==> config.mk <==
export PLATFORM = sky130hd
export DESIGN_NAME = npt_cfg
export DESIGN_NICKNAME = d
export VERILOG_FILES = /design/src/hw/rtl/npt_pkg.sv /design/src/hw/rtl/npt_cfg.sv
export SDC_FILE = /design/constraint.sdc
export NUM_CORES = 1
export LEC_CHECK = 0
export ABC_AREA = 1
export BUFFER_PORTS_ARGS = -buffer_cell sky130_fd_sc_hd__buf_2
export CAP_MARGIN = 20
export CORE_MARGIN = 2
export CORE_UTILIZATION = 55
export CTS_CLUSTER_DIAMETER = 200
export DETAILED_ROUTE_END_ITERATION = 7
export PLACE_DENSITY = 0.76
export SETUP_SLACK_MARGIN = 0.4
export SLEW_MARGIN = 20
export SYNTH_ARGS = -nofsm -noshare
export SYNTH_HDL_FRONTEND = slang
export SYNTH_SLANG_ARGS = --single-unit
==> constraint.sdc <==
create_clock -name i_clk -period 12.3 [get_ports i_clk]
set_input_delay 0.615 -clock i_clk [delete_from_list [all_inputs] [get_ports i_clk]]
set_output_delay 0.615 -clock i_clk [all_outputs]
set_load 0.02 [all_outputs]
==> src/hw/rtl/npt_pkg.sv <==
// npt_pkg: shared types and codes for the nearest point table match block.
// Used by npt_cell, npt_cfg and nearest_point_table_match.
package npt_pkg;

    localparam int PT_IDX_W = 10;
    localparam int PT_CNT_W = 11;

    localparam logic [1:0] OP_APPEND   = 2'd0;
    localparam logic [1:0] OP_READ     = 2'd1;
    localparam logic [1:0] OP_NEAR_THR = 2'd2;
    localparam logic [1:0] OP_NEAR     = 2'd3;

    localparam logic [1:0] ST_OK   = 2'd0;
    localparam logic [1:0] ST_MISS = 2'd1;
    localparam logic [1:0] ST_FULL = 2'd2;

    typedef struct packed {
        logic                rd_mode;
        logic [15:0]         qx;
        logic [15:0]         qy;
        logic [5:0]          index;
        logic [PT_CNT_W-1:0] count;
    } t_bcast;

    typedef struct packed {
        logic                have;
        logic [32:0]         sqd;
        logic [PT_IDX_W-1:0] idx;
        logic [15:0]         x;
        logic [15:0]         y;
    } t_tok;

endpackage

==> src/hw/rtl/npt_cfg.sv <==
// npt_cfg: register port holding the match threshold and its square.
// Depends on npt_pkg.
module npt_cfg import npt_pkg::*; (
    input  logic        i_clk,
    input  logic        i_rst_n,
    input  logic        psel,
    input  logic        penable,
    input  logic        pwrite,
    input  logic [2:0]  paddr,
    input  logic [31:0] pwdata,
    output logic [31:0] prdata,
    output logic        pready,
    output logic [31:0] o_thr_sq
);

    logic [15:0] r_thr;
    logic [31:0] r_thr_sq;

    always_ff @(posedge i_clk) begin
        if (!i_rst_n) begin
            r_thr <= '0;
        end else if (psel && penable && pwrite && !paddr[2]) begin
            r_thr <= pwdata[15:0];
        end
        r_thr_sq <= r_thr * r_thr;
    end

    assign pready   = 1'b1;
    assign prdata   = paddr[2] ? 32'd0 : {16'd0, r_thr};
    assign o_thr_sq = r_thr_sq;

endmodule

Word-level counts from Yosys, hierarchy flattened
Index checks and enable logic that the tools add are counted.
Storage, ports and cells
  bits in registers: 48
  input bits: 40
  output and inout bits: 65
  logic and storage cells: 8
Cells by class
  multipliers: 1
  mux-type cells: 1
  reductions and logical operators: 4
Operators by type and width (count)
  $mul 16x16->32: 1
  $mux 16: 1
  $logic_and 1x1->1: 3
  $logic_not 1->1: 1

Longest topological paths before layout
  depth after elaboration: 3
  mapped depth: 27

Least setup slack after synthesis
Ideal clock, no wire load.
  path type: register to register
  from: register r_thr[6]
  to: register r_thr_sq[31] (netlist: o_thr_sq[31])
  library setup time: 0.112 ns
  arrival time: 5.059 ns
  required time: 12.188 ns
  setup slack: 7.129 ns
  cell stages (with the launch flop): 24
  period minus slack after synthesis: 5.171 ns
  cells stage by stage: dfxtp_1 > clkbuf_1 > clkbuf_1 > nand2_1 > fa_1 > inv_1 > fa_1 > fa_1 > fa_1 > fa_1 > inv_1 > fa_1 > inv_1 > ha_1 > nand2_1 > inv_1 > nand2_1 > nand2_1 > nand2_1 > nand2_1 > a21oi_1 > nand2_1 > nand2_1 > nand2_1
Between the ends
  cells in the longest elaborated chain, start to end: 1
Ends and longest elaborated chain
  from (decl): RTL line npt_cfg.sv:16  | logic [15:0] r_thr;
  from (signal assigned): RTL line npt_cfg.sv:23  | r_thr <= pwdata[15:0];
  $mul 16x16->32: RTL line npt_cfg.sv:25  | r_thr_sq <= r_thr * r_thr;
  to (signal assigned): RTL line npt_cfg.sv:25
  to (decl): RTL line npt_cfg.sv:17  | logic [31:0] r_thr_sq;
Every way passes these cells.
A chain may end at the register's enable or synchronous reset.

Worst setup path in the final report
  from: register r_thr[7]
  to: register r_thr_sq[17] (netlist: o_thr_sq[17])
The elaborated chain is that of the path after synthesis.

==> flow_metrics.py <==
metrics = {
    "status": {
        "status": "finished clean",
    },
    "cts": {
        "clock_sinks": 47,
        "htreeDepth": 2,
        "cts_setup_buffers": 0,
        "ctsHoldBuffers": 0,
        "cts_tree": "done",
        "cts_buffers": 5,
        "cts-root-buf": "clkbuf_16",
        "clockBufferDepth": 2,
        "clk_latency_ns": 0.32,
        "clk_pin_slew_ns": 0.09,
        "cts_resized": 0,
    },
    "synth": {
        "syn_area_um2": 9490,
        "synth_area_leaders": "fa_1, inv_1, ha_1",
        "synth_cells": 1261,
        "synth_enable_flop_cells": 0,
        "ys_types": 28,
        "synth.largest_area_cell": "fa_1",
        "synthMostInstantiatedCell": "inv_1",
        "yosysWarnings": 0,
        "synthFlopType": "dfxtp_1",
        "synth_top_cell_area_share_pct": 34.2,
        "seq_area_frac_synth_pct": 9.92,
        "avgSynthCellArea_um2": 7.52,
        "ys_async_sr_fraction_pct": 0,
        "ys_seq_elements": 47,
        "synth.top_cells.by_count": "inv_1, nand2_1, fa_1",
    },
    "critical_path": {
        "r2r-end": "o_thr_sq[17]",
        "critical_path.startpoint": "r_thr[7]",
        "path_class": "flop to flop",
        "r2r_cells": 20,
        "timing.reg2reg.setup_slack_ns": 6.45,
        "end_kind": "flop",
        "rr_startpoint": "r_thr[7]",
        "critPathLaunchType": "flop",
        "worstPathMaxFanout": 16,
        "arrival_ns": 6.07,
        "crit_required_ns": 12.53,
    },
    "min_path": {
        "min_path_cells": 3,
        "min_to": "r_thr[9]",
        "hold_path_class": "primary input to flop",
        "hp-start": "pwdata[9]",
    },
    "sta": {
        "fin_crit_ns": 5.85,
        "hold_viol": 0,
        "tightest_slew_ns": 0.860,
        "max-slew-margin-rel_pct": 42.6,
        "slew_viol_final": 0,
        "timing.hold.ws_ns": 0.576,
        "setup_tns_ns": 0,
        "max_freq_ghz": 0.171,
        "setup_violations": 0,
        "rsz0062_at_grt": "no",
        "skew_ns": 0.0138,
        "setup_slack_ns": 6.45,
        "timing.final.crit_share_pct": 47.5,
    },
    "die": {
        "core.rowCount": 48,
        "die_w_um": 135,
        "start_util_pct": 55.6,
        "design.core.area_um2": 17100,
        "die_area_um2": 18300,
        "pin_count": 105,
        "die_h_um": 135,
    },
    "power": {
        "power.leakage_nw": 6.69,
        "p_per_area_nw_per_um2": 40.6,
        "p_int_mw": 0.265,
        "power.switching_mw": 0.142,
        "p_clk_share_pct": 39.2,
        "power_mw": 0.407,
        "swShare_pct": 35.0,
        "combPwrFrac_pct": 18.7,
        "irDropWorstVdd_mv": 0.0461,
        "pwr-share-seq_pct": 42.1,
    },
    "place": {
        "placed_area_um2": 9880,
        "port_buffers": 68,
        "dp.cells": 1515,
        "place_ws_ns": 6.48,
        "gp_congestion": 0.924,
        "hpwl_mm": 17.2,
    },
    "detailed_routing": {
        "dr.first_iter.drc_count": 394,
        "wl_per_cell_um": 13.6,
        "drc": 0,
        "drtAntennaViolNets": 0,
        "first_pass_iters": 6,
        "routed_via_density": 4.88,
        "drt-total-wl_mm": 20.8,
        "vias": 7427,
    },
    "finish": {
        "layout.cells.non_filler": 1523,
        "final_area_um2": 10000,
        "diodes": 0,
        "layout-drive-gt1-share_pct": 7.86,
        "fill_cells": 1569,
        "nNetsFinal": 1601,
        "fin_util_pct": 58.8,
        "area_growth_pct": 5.82,
    },
    "global_routing": {
        "grt_pass1_wl_mm": 35.6,
        "antenna_found_initial": 0,
        "gr-total-overflow": 0,
        "grt_pass1_vias": 7536,
        "track_usage_pct": 24.7,
        "grt_max_degree": 33,
    },
    "job": {
        "maxCapViolations": 0,
    },
}
## state kept, by name, summed over array words and instances (netlist names)
| signal | count |
|---|---|
| o_thr_sq | 31 |
| r_thr | 16 |
## cell families (layout without fill, tap and decap cells)
| logic type | Yosys count | count (layout) | share of synthesized area, % |
|---|---|---|---|
| xor gates and xnor gates | 27 | 27 | 2.49 |
| other | 2 | 18 | 0.0792 |
| buffers and inverters | 436 | 457 | 18.1 |
| DFF | 47 | 47 | 9.92 |
| AOI/OAI and AO/OA | 57 | 57 | 3.15 |
| and+or+nand+nor | 428 | 428 | 18.6 |
| adders and majority gates | 264 | 264 | 47.6 |
## worst max-delay path, cell delays in order, from the launching register on
cell	delay [ns]
dfxtp_1	0.88
inv_1	0.24
fa_1	0.60
inv_1	0.06
fa_1	0.49
inv_1	0.05
fa_1	0.53
inv_1	0.05
fa_1	0.48
fa_1	0.51
inv_1	0.05
fa_1	0.50
inv_1	0.05
ha_1	0.36
nand2_1	0.13
nor2_1	0.25
nand2_1	0.09
nand2_1	0.09
inv_1	0.04
nand2_1	0.06
xor2_1	0.21
## cell type report
cell class	count	area, um^2	share of cell area (%)
Multi-Input combinational cell	794	6880	68.6
Inverter	380	1430	14.2
Sequential cell	47	941	9.37
Timing Repair Buffer	69	348	3.47
Tap cell	225	282	2.80
Clock buffer	5	125	1.25
Clock inverter	3	31.3	0.312
## layout by cell type, fill, tap and decap left out, types with 2 or more instances in the layout
cell type  count
nor2_2         6
xnor2_1        5
nand3_1       31
ha_1         102
or2_2          3
a21oi_1       34
clkbuf_16      5
o21ai_0       18
nand3_2        5
nand2_1      314
nand4_1        6
dfxtp_1       47
buf_2         68
fa_1         162
nand2_2        6
nor2_1        51
conb_1        18
o21bai_1       3
inv_8          2
xor2_1        22
nor2_4         2
inv_1        380
## routing by layer
metal  GRT usage [%]  wire (um)
met1            33.2       8990
met2            42.4      10300
met3            2.66        999
met4            7.52        509
met5               0          0
## power groups by stage
| stage | logic, mW | clock network (mW) | registers (mW) |
|---|---|---|---|
| 2_1_floorplan | 0.0572 | 0 | 0.171 |
| 3_3_place_gp | 0.0749 | 0 | 0.175 |
| 3_5_place_dp | 0.0758 | 0 | 0.175 |
| 4_1_cts | 0.0770 | 0.165 | 0.171 |
| 5_1_grt | 0.0851 | 0.168 | 0.173 |
| 6_report | 0.0763 | 0.160 | 0.172 |
## worst max path at each step
stage / slack, ns / endpoint / cells after the start
floorplan: 7.13 / o_thr_sq[31] / 23
global placement: 6.55 / o_thr_sq[21] / 20
detailed placement: 6.48 / o_thr_sq[17] / 20
CTS: 6.43 / o_thr_sq[17] / 20
global route: 6.19 / o_thr_sq[31] / 23
finish: 6.45 / o_thr_sq[17] / 20
(Power assumes the default switching activity.)
