$ cat src/hw/rtl/npt_pkg.sv
// npt_pkg: shared types and codes for the nearest point table match block.
// Used by npt_cell, npt_cfg and nearest_point_table_match.
package npt_pkg;

    localparam int PT_IDX_W = 10;
    localparam int PT_CNT_W = 11;

    localparam logic [1:0] OP_APPEND   = 2'd0;
    localparam logic [1:0] OP_READ     = 2'd1;
    localparam logic [1:0] OP_NEAR_THR = 2'd2;
    localparam logic [1:0] OP_NEAR     = 2'd3;

    localparam logic [1:0] ST_OK   = 2'd0;
    localparam logic [1:0] ST_MISS = 2'd1;
    localparam logic [1:0] ST_FULL = 2'd2;

    typedef struct packed {
        logic                rd_mode;
        logic [15:0]         qx;
        logic [15:0]         qy;
        logic [5:0]          index;
        logic [PT_CNT_W-1:0] count;
    } t_bcast;

    typedef struct packed {
        logic                have;
        logic [32:0]         sqd;
        logic [PT_IDX_W-1:0] idx;
        logic [15:0]         x;
        logic [15:0]         y;
    } t_tok;

endpackage

$ cat src/hw/rtl/npt_cell.sv
// npt_cell: one table entry with its squared distance to the broadcast query.
// Passes its token (best so far, or read entry) to the next cell every cycle. Depends on npt_pkg.
module npt_cell import npt_pkg::*; #(
    parameter int ID = 0
) (
    input  logic        i_clk,
    input  logic        i_rst_n,
    input  logic        i_wr_en,
    input  logic [15:0] i_wr_x,
    input  logic [15:0] i_wr_y,
    input  t_bcast      i_bc,
    input  t_tok        i_tok,
    output t_tok        o_tok
);

    logic [15:0] r_x;
    logic [15:0] r_y;
    logic [32:0] r_dist;
    t_tok        r_tok;
    t_tok        n_tok;

    logic [16:0] w_dx;
    logic [16:0] w_dy;
    logic [15:0] w_ax;
    logic [15:0] w_ay;
    logic [31:0] w_sx;
    logic [31:0] w_sy;
    logic        w_live;
    logic        w_take;

    always_comb begin
        w_dx = {i_bc.qx[15], i_bc.qx} - {r_x[15], r_x};
        w_dy = {i_bc.qy[15], i_bc.qy} - {r_y[15], r_y};
        w_ax = w_dx[16] ? 16'(17'd0 - w_dx) : w_dx[15:0];
        w_ay = w_dy[16] ? 16'(17'd0 - w_dy) : w_dy[15:0];
        w_sx = w_ax * w_ax;
        w_sy = w_ay * w_ay;
    end

    always_comb begin
        w_live = i_bc.count > PT_CNT_W'(ID);
        if (i_bc.rd_mode) begin
            w_take = w_live && (PT_IDX_W'(i_bc.index) == PT_IDX_W'(ID));
        end else begin
            w_take = w_live && (!i_tok.have || (r_dist < i_tok.sqd));
        end
        n_tok = i_tok;
        if (w_take) begin
            n_tok.have = 1'b1;
            n_tok.sqd  = r_dist;
            n_tok.idx  = PT_IDX_W'(ID);
            n_tok.x    = r_x;
            n_tok.y    = r_y;
        end
    end

    always_ff @(posedge i_clk) begin
        if (i_wr_en && (i_bc.count == PT_CNT_W'(ID))) begin
            r_x <= i_wr_x;
            r_y <= i_wr_y;
        end
        r_dist <= 33'(w_sx) + 33'(w_sy);
        if (!i_rst_n) begin
            r_tok <= '0;
        end else begin
            r_tok <= n_tok;
        end
    end

    assign o_tok = r_tok;

endmodule

$ cat config.mk
export PLATFORM = sky130hd
export DESIGN_NAME = npt_cell
export DESIGN_NICKNAME = d
export VERILOG_FILES = /design/src/hw/rtl/npt_pkg.sv /design/src/hw/rtl/npt_cell.sv
export SDC_FILE = /design/constraint.sdc
export NUM_CORES = 1
export LEC_CHECK = 0
export BUFFER_PORTS_ARGS = -buffer_cell sky130_fd_sc_hd__buf_4
export CORE_MARGIN = 10
export CORE_UTILIZATION = 50
export CTS_CLUSTER_DIAMETER = 60
export DETAILED_ROUTE_END_ITERATION = 8
export PLACE_DENSITY = 0.69
export SLEW_MARGIN = 20
export SYNTH_ARGS = -nofsm -noshare
export SYNTH_HDL_FRONTEND = slang
export SYNTH_SLANG_ARGS = --single-unit
$ cat constraint.sdc
create_clock -name i_clk -period 29.1 [get_ports i_clk]
set_clock_uncertainty 0.1 [all_clocks]
set_input_delay 2.91 -clock i_clk [delete_from_list [all_inputs] [get_ports i_clk]]
set_output_delay 2.91 -clock i_clk [all_outputs]
set_load 0.03 [all_outputs]
======== After elaboration in Yosys (flattened, before gate mapping) ========
Index checks and enable logic that the tools add are counted.
operators by class
  multiply operators ...................... 2
  reduce and logical (&&, ||, !) cells .... 8
  order comparisons ....................... 2
  $add $sub $neg .......................... 5
  mux-type cells .......................... 4
  bitwise gates (word level) .............. 1
operators by type and width
  kind                                                  count
  two-way mux 76 bit                                    1
  multiplier 16 x 16 -> 32 bit                          2
  subtractor 16 x 16 -> 17 bit                          2
  adder 32 x 32 -> 33 bit                               1
  < comparator 33 bit                                   1
  two-way mux 16 bit                                    2
  subtractor 1 x 16 -> 16 bit (first input constant)    2
  > comparator 11 x 1 -> 1 bit (second input constant)  1
  zero test 11 bit                                      1
  zero test 6 bit                                       1
  logical AND 1 bit                                     3
  OR reduction 2 bit                                    1
  zero test 1 bit                                       1
  logical OR 1 bit                                      1
  two-way mux 1 bit                                     1
  inverter 1 bit                                        1
word-level totals
  output and inout port bits .............. 76
  register bits after elaboration ......... 141
  word-level logic and storage cells ...... 30
  input bits .............................. 161

======== Depth between registers and ports, before layout ========
  word-level depth ........................ 5
  mapped depth ............................ 41
  depth with buffers taken out ............ 39

======== Worst setup path before layout ========
Ideal clock, no wire load.
  path type ............................... input to register
  from .................................... input port i_bc[33] (netlist bit)
  to ...................................... register r_dist[32]
  library setup time ...................... 121 ps
  required time ........................... 28,879 ps
  slack ................................... 17,215 ps
  path buffers ............................ 1
  stages on the path ...................... 37
  arrival time ............................ 11,664 ps
  cell sequence ........................... inv_1 -> ha_1 -> fa_1 -> nor2b_1 -> o21a_1 -> o21ai_2 -> a2111oi_2 -> nor4_1 -> o211ai_2 -> nand2_1 -> and2_1 -> xor2_1 -> clkbuf_1 -> nor2_1 -> fa_1 -> fa_1 -> inv_1 -> fa_1 -> fa_1 -> fa_1 -> fa_1 -> inv_1 -> fa_1 -> inv_1 -> fa_1 -> inv_1 -> ha_1 -> a211oi_1 -> nand2b_1 -> o211ai_1 -> o21a_1 -> a2bb2oi_1 -> a21oi_1 -> a21o_1 -> a21oi_1 -> xnor2_1 -> xnor2_1
between the ends
  cells in the longest elaborated chain, start to end .. 5
ends and longest elaborated chain
  what                            RTL line        RTL
  start: declaration              npt_cell.sv:11  input t_bcast i_bc,
  subtractor 16 x 16 -> 17 bit *  npt_cell.sv:32  w_dx = {i_bc.qx[15], i_bc.qx} - {r_x[15], r_x};
  subtractor 1 x 16 -> 16 bit     npt_cell.sv:34  w_ax = w_dx[16] ? 16'(17'd0 - w_dx) : w_dx[15:0];
  two-way mux 16 bit *            npt_cell.sv:34
  multiplier 16 x 16 -> 32 bit *  npt_cell.sv:36  w_sx = w_ax * w_ax;
  adder 32 x 32 -> 33 bit *       npt_cell.sv:62  r_dist <= 33'(w_sx) + 33'(w_sy);
  end signal: assignment          npt_cell.sv:62
  end: declaration                npt_cell.sv:18  logic [32:0] r_dist;
Every way passes the cells marked *; elsewhere a longest branch is shown, timed or not.
A chain may end at the register's enable or synchronous reset.

======== Worst setup path in the final report ========
  from .................................... input port i_bc[17] (netlist bit)
  to ...................................... register r_dist[32]
between the ends
  cells in the longest elaborated chain, start to end .. 5
ends and longest elaborated chain
  what                            RTL line        RTL
  subtractor 16 x 16 -> 17 bit *  npt_cell.sv:33  w_dy = {i_bc.qy[15], i_bc.qy} - {r_y[15], r_y};
  subtractor 1 x 16 -> 16 bit     npt_cell.sv:35  w_ay = w_dy[16] ? 16'(17'd0 - w_dy) : w_dy[15:0];
  two-way mux 16 bit *            npt_cell.sv:35
  multiplier 16 x 16 -> 32 bit *  npt_cell.sv:37  w_sy = w_ay * w_ay;
  adder 32 x 32 -> 33 bit *       npt_cell.sv:62
Marked as above.

==> impl_metrics.env <==
export IMPL_tritoncts="built"
export IMPL_period_minus_slack_ns=13.09
export IMPL_io_buffer_count=236
export IMPL_grt_max_degree=88
export IMPL_cts_setup_buffers=0
export IMPL_clockRootBuffer="clkbuf_16"
export IMPL_dp_cells=3272
export IMPL_crit_start="i_bc[17]"
export IMPL_path_class="in -> reg"
export IMPL_cts_resized=0
export IMPL_fillers=4025
export IMPL_seqCellArea_um2=3140
export IMPL_synth_fp_nets=3281
export IMPL_startpoint_type="primary input"
export IMPL_grt_setup_unrepaired="false"
export IMPL_antenna_found_initial=1
export IMPL_ant_nets=0
export IMPL_hold_class="reg -> reg"
export IMPL_placed_area_um2=25200
export IMPL_num_vias=17300
export IMPL_cpMaxStageDelayCell="xnor2_1"
export IMPL_cp_required_ns=29.37
export IMPL_worstHoldPathCells=2
export IMPL_cp_common_cell="inv_1"
export IMPL_htree_levels=4
export IMPL_tns_ns=0
export IMPL_synth_seq_cells=141
export IMPL_worst_setup_path_end_kind="flop"
export IMPL_fmax_mhz=76.4
export IMPL_critPathMaxFanout=14
export IMPL_yosys_area_top_type_share=0.341
export IMPL_gr_usage_all_layers=0.236
export IMPL_status="complete, no violations"
export IMPL_synth_seq_area_share=0.139
export IMPL_yosysMostFrequentCell="inv_1"
export IMPL_core_area_um2=45100
export IMPL_hold_viol=0
export IMPL_dieArea_um2=54300
export IMPL_synthCells=2471
export IMPL_ys_types=85
export IMPL_grt_pass1_wl_um=99600
export IMPL_gp_congestion=0.938
export IMPL_grt_pass1_vias=18400
export IMPL_cap_violations=0
export IMPL_synth_ff_type="dfxtp_1"
export IMPL_nets=3501
export IMPL_finalSetupViolCount=0
export IMPL_tightest_slew_ns=1.06
export IMPL_die_h_um=233
export IMPL_clk_latency_ns=0.44
export IMPL_design_area_um2=25800
export IMPL_ys_warn_count=0
export IMPL_routed_wl_um=61900
export IMPL_fp_dieW_um=233
export IMPL_finalMaxSlewViolations=0
export IMPL_postSynthAreaPerCell_um2=9.18
export IMPL_fin_crit_sh=0.450
export IMPL_netlist_area_um2=22700
export IMPL_dp_hpwl_um=52900
export IMPL_drive_above_1_share=0.132
export IMPL_core_rowCount=78
export IMPL_yosys_top_cells_area="fa_1 34%, ha_1 15%, inv_1 9.7%, dfxtp_1 9.6%, edfxtp_1 4.2%"
export IMPL_clock_sinks=141
export IMPL_vias_per_cell=5.22
export IMPL_hp_start="r_dist[2]$_DFF_P_"
export IMPL_final_instance_count_excl_fill=3305
export IMPL_yosysTopAreaCell="fa_1"
export IMPL_drtIter0Drc=1051
export IMPL_ff2ff_path_depth=38
export IMPL_grt_overflow_total=0
export IMPL_synth_edff_count=32
export IMPL_hold_buffers=0
export IMPL_drc=0
export IMPL_numCtsBuffers=17
export IMPL_clk_pin_slew_ns=0.07
export IMPL_start_util=0.503
export IMPL_clock_path_buffers=2
export IMPL_arrival_ns=13.36
export IMPL_max_slew_margin_rel=0.291
export IMPL_layout_area_overhead_vs_synth_pct=13.6
export IMPL_avgRoutedWirePerCell_um=18.7
export IMPL_top_level_ports=237
export IMPL_synth_async_reset_ratio=0
export IMPL_r2r_start="r_y[0]$_DFFE_PP_"
export IMPL_multi_input_area_um2=17100
export IMPL_firstDrtPassIters=5
export IMPL_synthTopCellsByCount="587 x inv_1, 386 x fa_1, 263 x ha_1"
export IMPL_slowest_delay_ns=0.85
## cell families (layout without fill, tap and decap cells)
kind of cell	after synthesis	count (layout)	synth area share
multiplexers	71	71	0.0318
other	0	1	0
adder cells (fa/ha/maj)	649	649	0.486
AND/OR/NAND/NOR	643	643	0.127
flip-flops	141	141	0.139
AO/OA/AOI/OAI	222	222	0.0708
XOR/XNOR	85	85	0.0348
buffers and inverters	660	893	0.111
## sequential cells by signal, summed over array words and instances (netlist names)
name and flops:
r_dist 33, r_y 16, o_tok 76, r_x 16
## worst max-delay path, delay by kind of cell
kind	cells	cell delay (ns)
xor gates and xnor gates	3	1.13
buffers and inverters	10	1.07
and+or+nand+nor	6	0.93
adders and majority gates	11	4.47
AOI/OAI and AO/OA	10	2.84
## placed cells by master, fill, tap and decap left out, types with 7 or more instances in the layout
cell	synthesis	layout
inv_1	587	587
fa_1	386	386
buf_4	2	265
ha_1	263	263
nand2_1	241	241
nor2_1	219	218
dfxtp_1	109	109
mux2i_1	67	67
a21oi_1	54	53
xnor2_1	51	49
a21o_1	43	43
edfxtp_1	32	32
nor3_1	30	30
o21ai_0	29	29
nand2b_1	27	27
xor2_1	28	27
nand3_1	18	18
clkbuf_16	0	18
nor2b_1	17	17
or2_2	15	15
o21a_1	11	11
or3_1	10	10
and3b_1	10	10
nor4_1	9	9
o21bai_1	9	9
or2_1	8	8
inv_2	8	8
nand4_1	8	8
and3_1	7	7
## routing by layer
metal  part of all wire  track usage  up-vias  wire length [um]
li1                   -            -     8059                 -
met3              0.050       0.0346      101              3080
met5                  0            0        -                 0
met2               0.51        0.417      440             31800
met1               0.40        0.290     8653             25100
met4              0.032       0.0771        0              1980
## area by class of cell
class	count	area share
Timing Repair Buffer	265	0.0772
Multi-Input combinational cell	1670	0.662
Inverter	596	0.0868
Antenna cell	1	0.0000971
Clock buffer	18	0.0175
Clock inverter	14	0.00568
Tap cell	600	0.0291
Sequential cell	141	0.122
## final timing paths
| check | endpoint | slack (ns) |
|---|---|---|
| worst min-delay path | o_tok[44]$_SDFF_PN0_ | 0.37 |
| worst min register to register | o_tok[44]$_SDFF_PN0_ | 0.37 |
| worst max-delay path | r_dist[32]$_DFF_P_ | 16.01 |
| worst max register to register | r_dist[32]$_DFF_P_ | 18.19 |
## through the flow
step	utilization	worst slack, ns	hold slack, ns
after CTS	0.572	16.23	0.371
after global placement	0.558	15.96	0.361
after global routing	0.572	15.46	0.395
after floorplan	-	17.21	0.333
after detailed placement	0.558	15.78	0.361
final	0.572	16.01	0.369
Power is not shown: default switching activity piles up to over one toggle a cycle in this logic, so the estimate is an artifact.
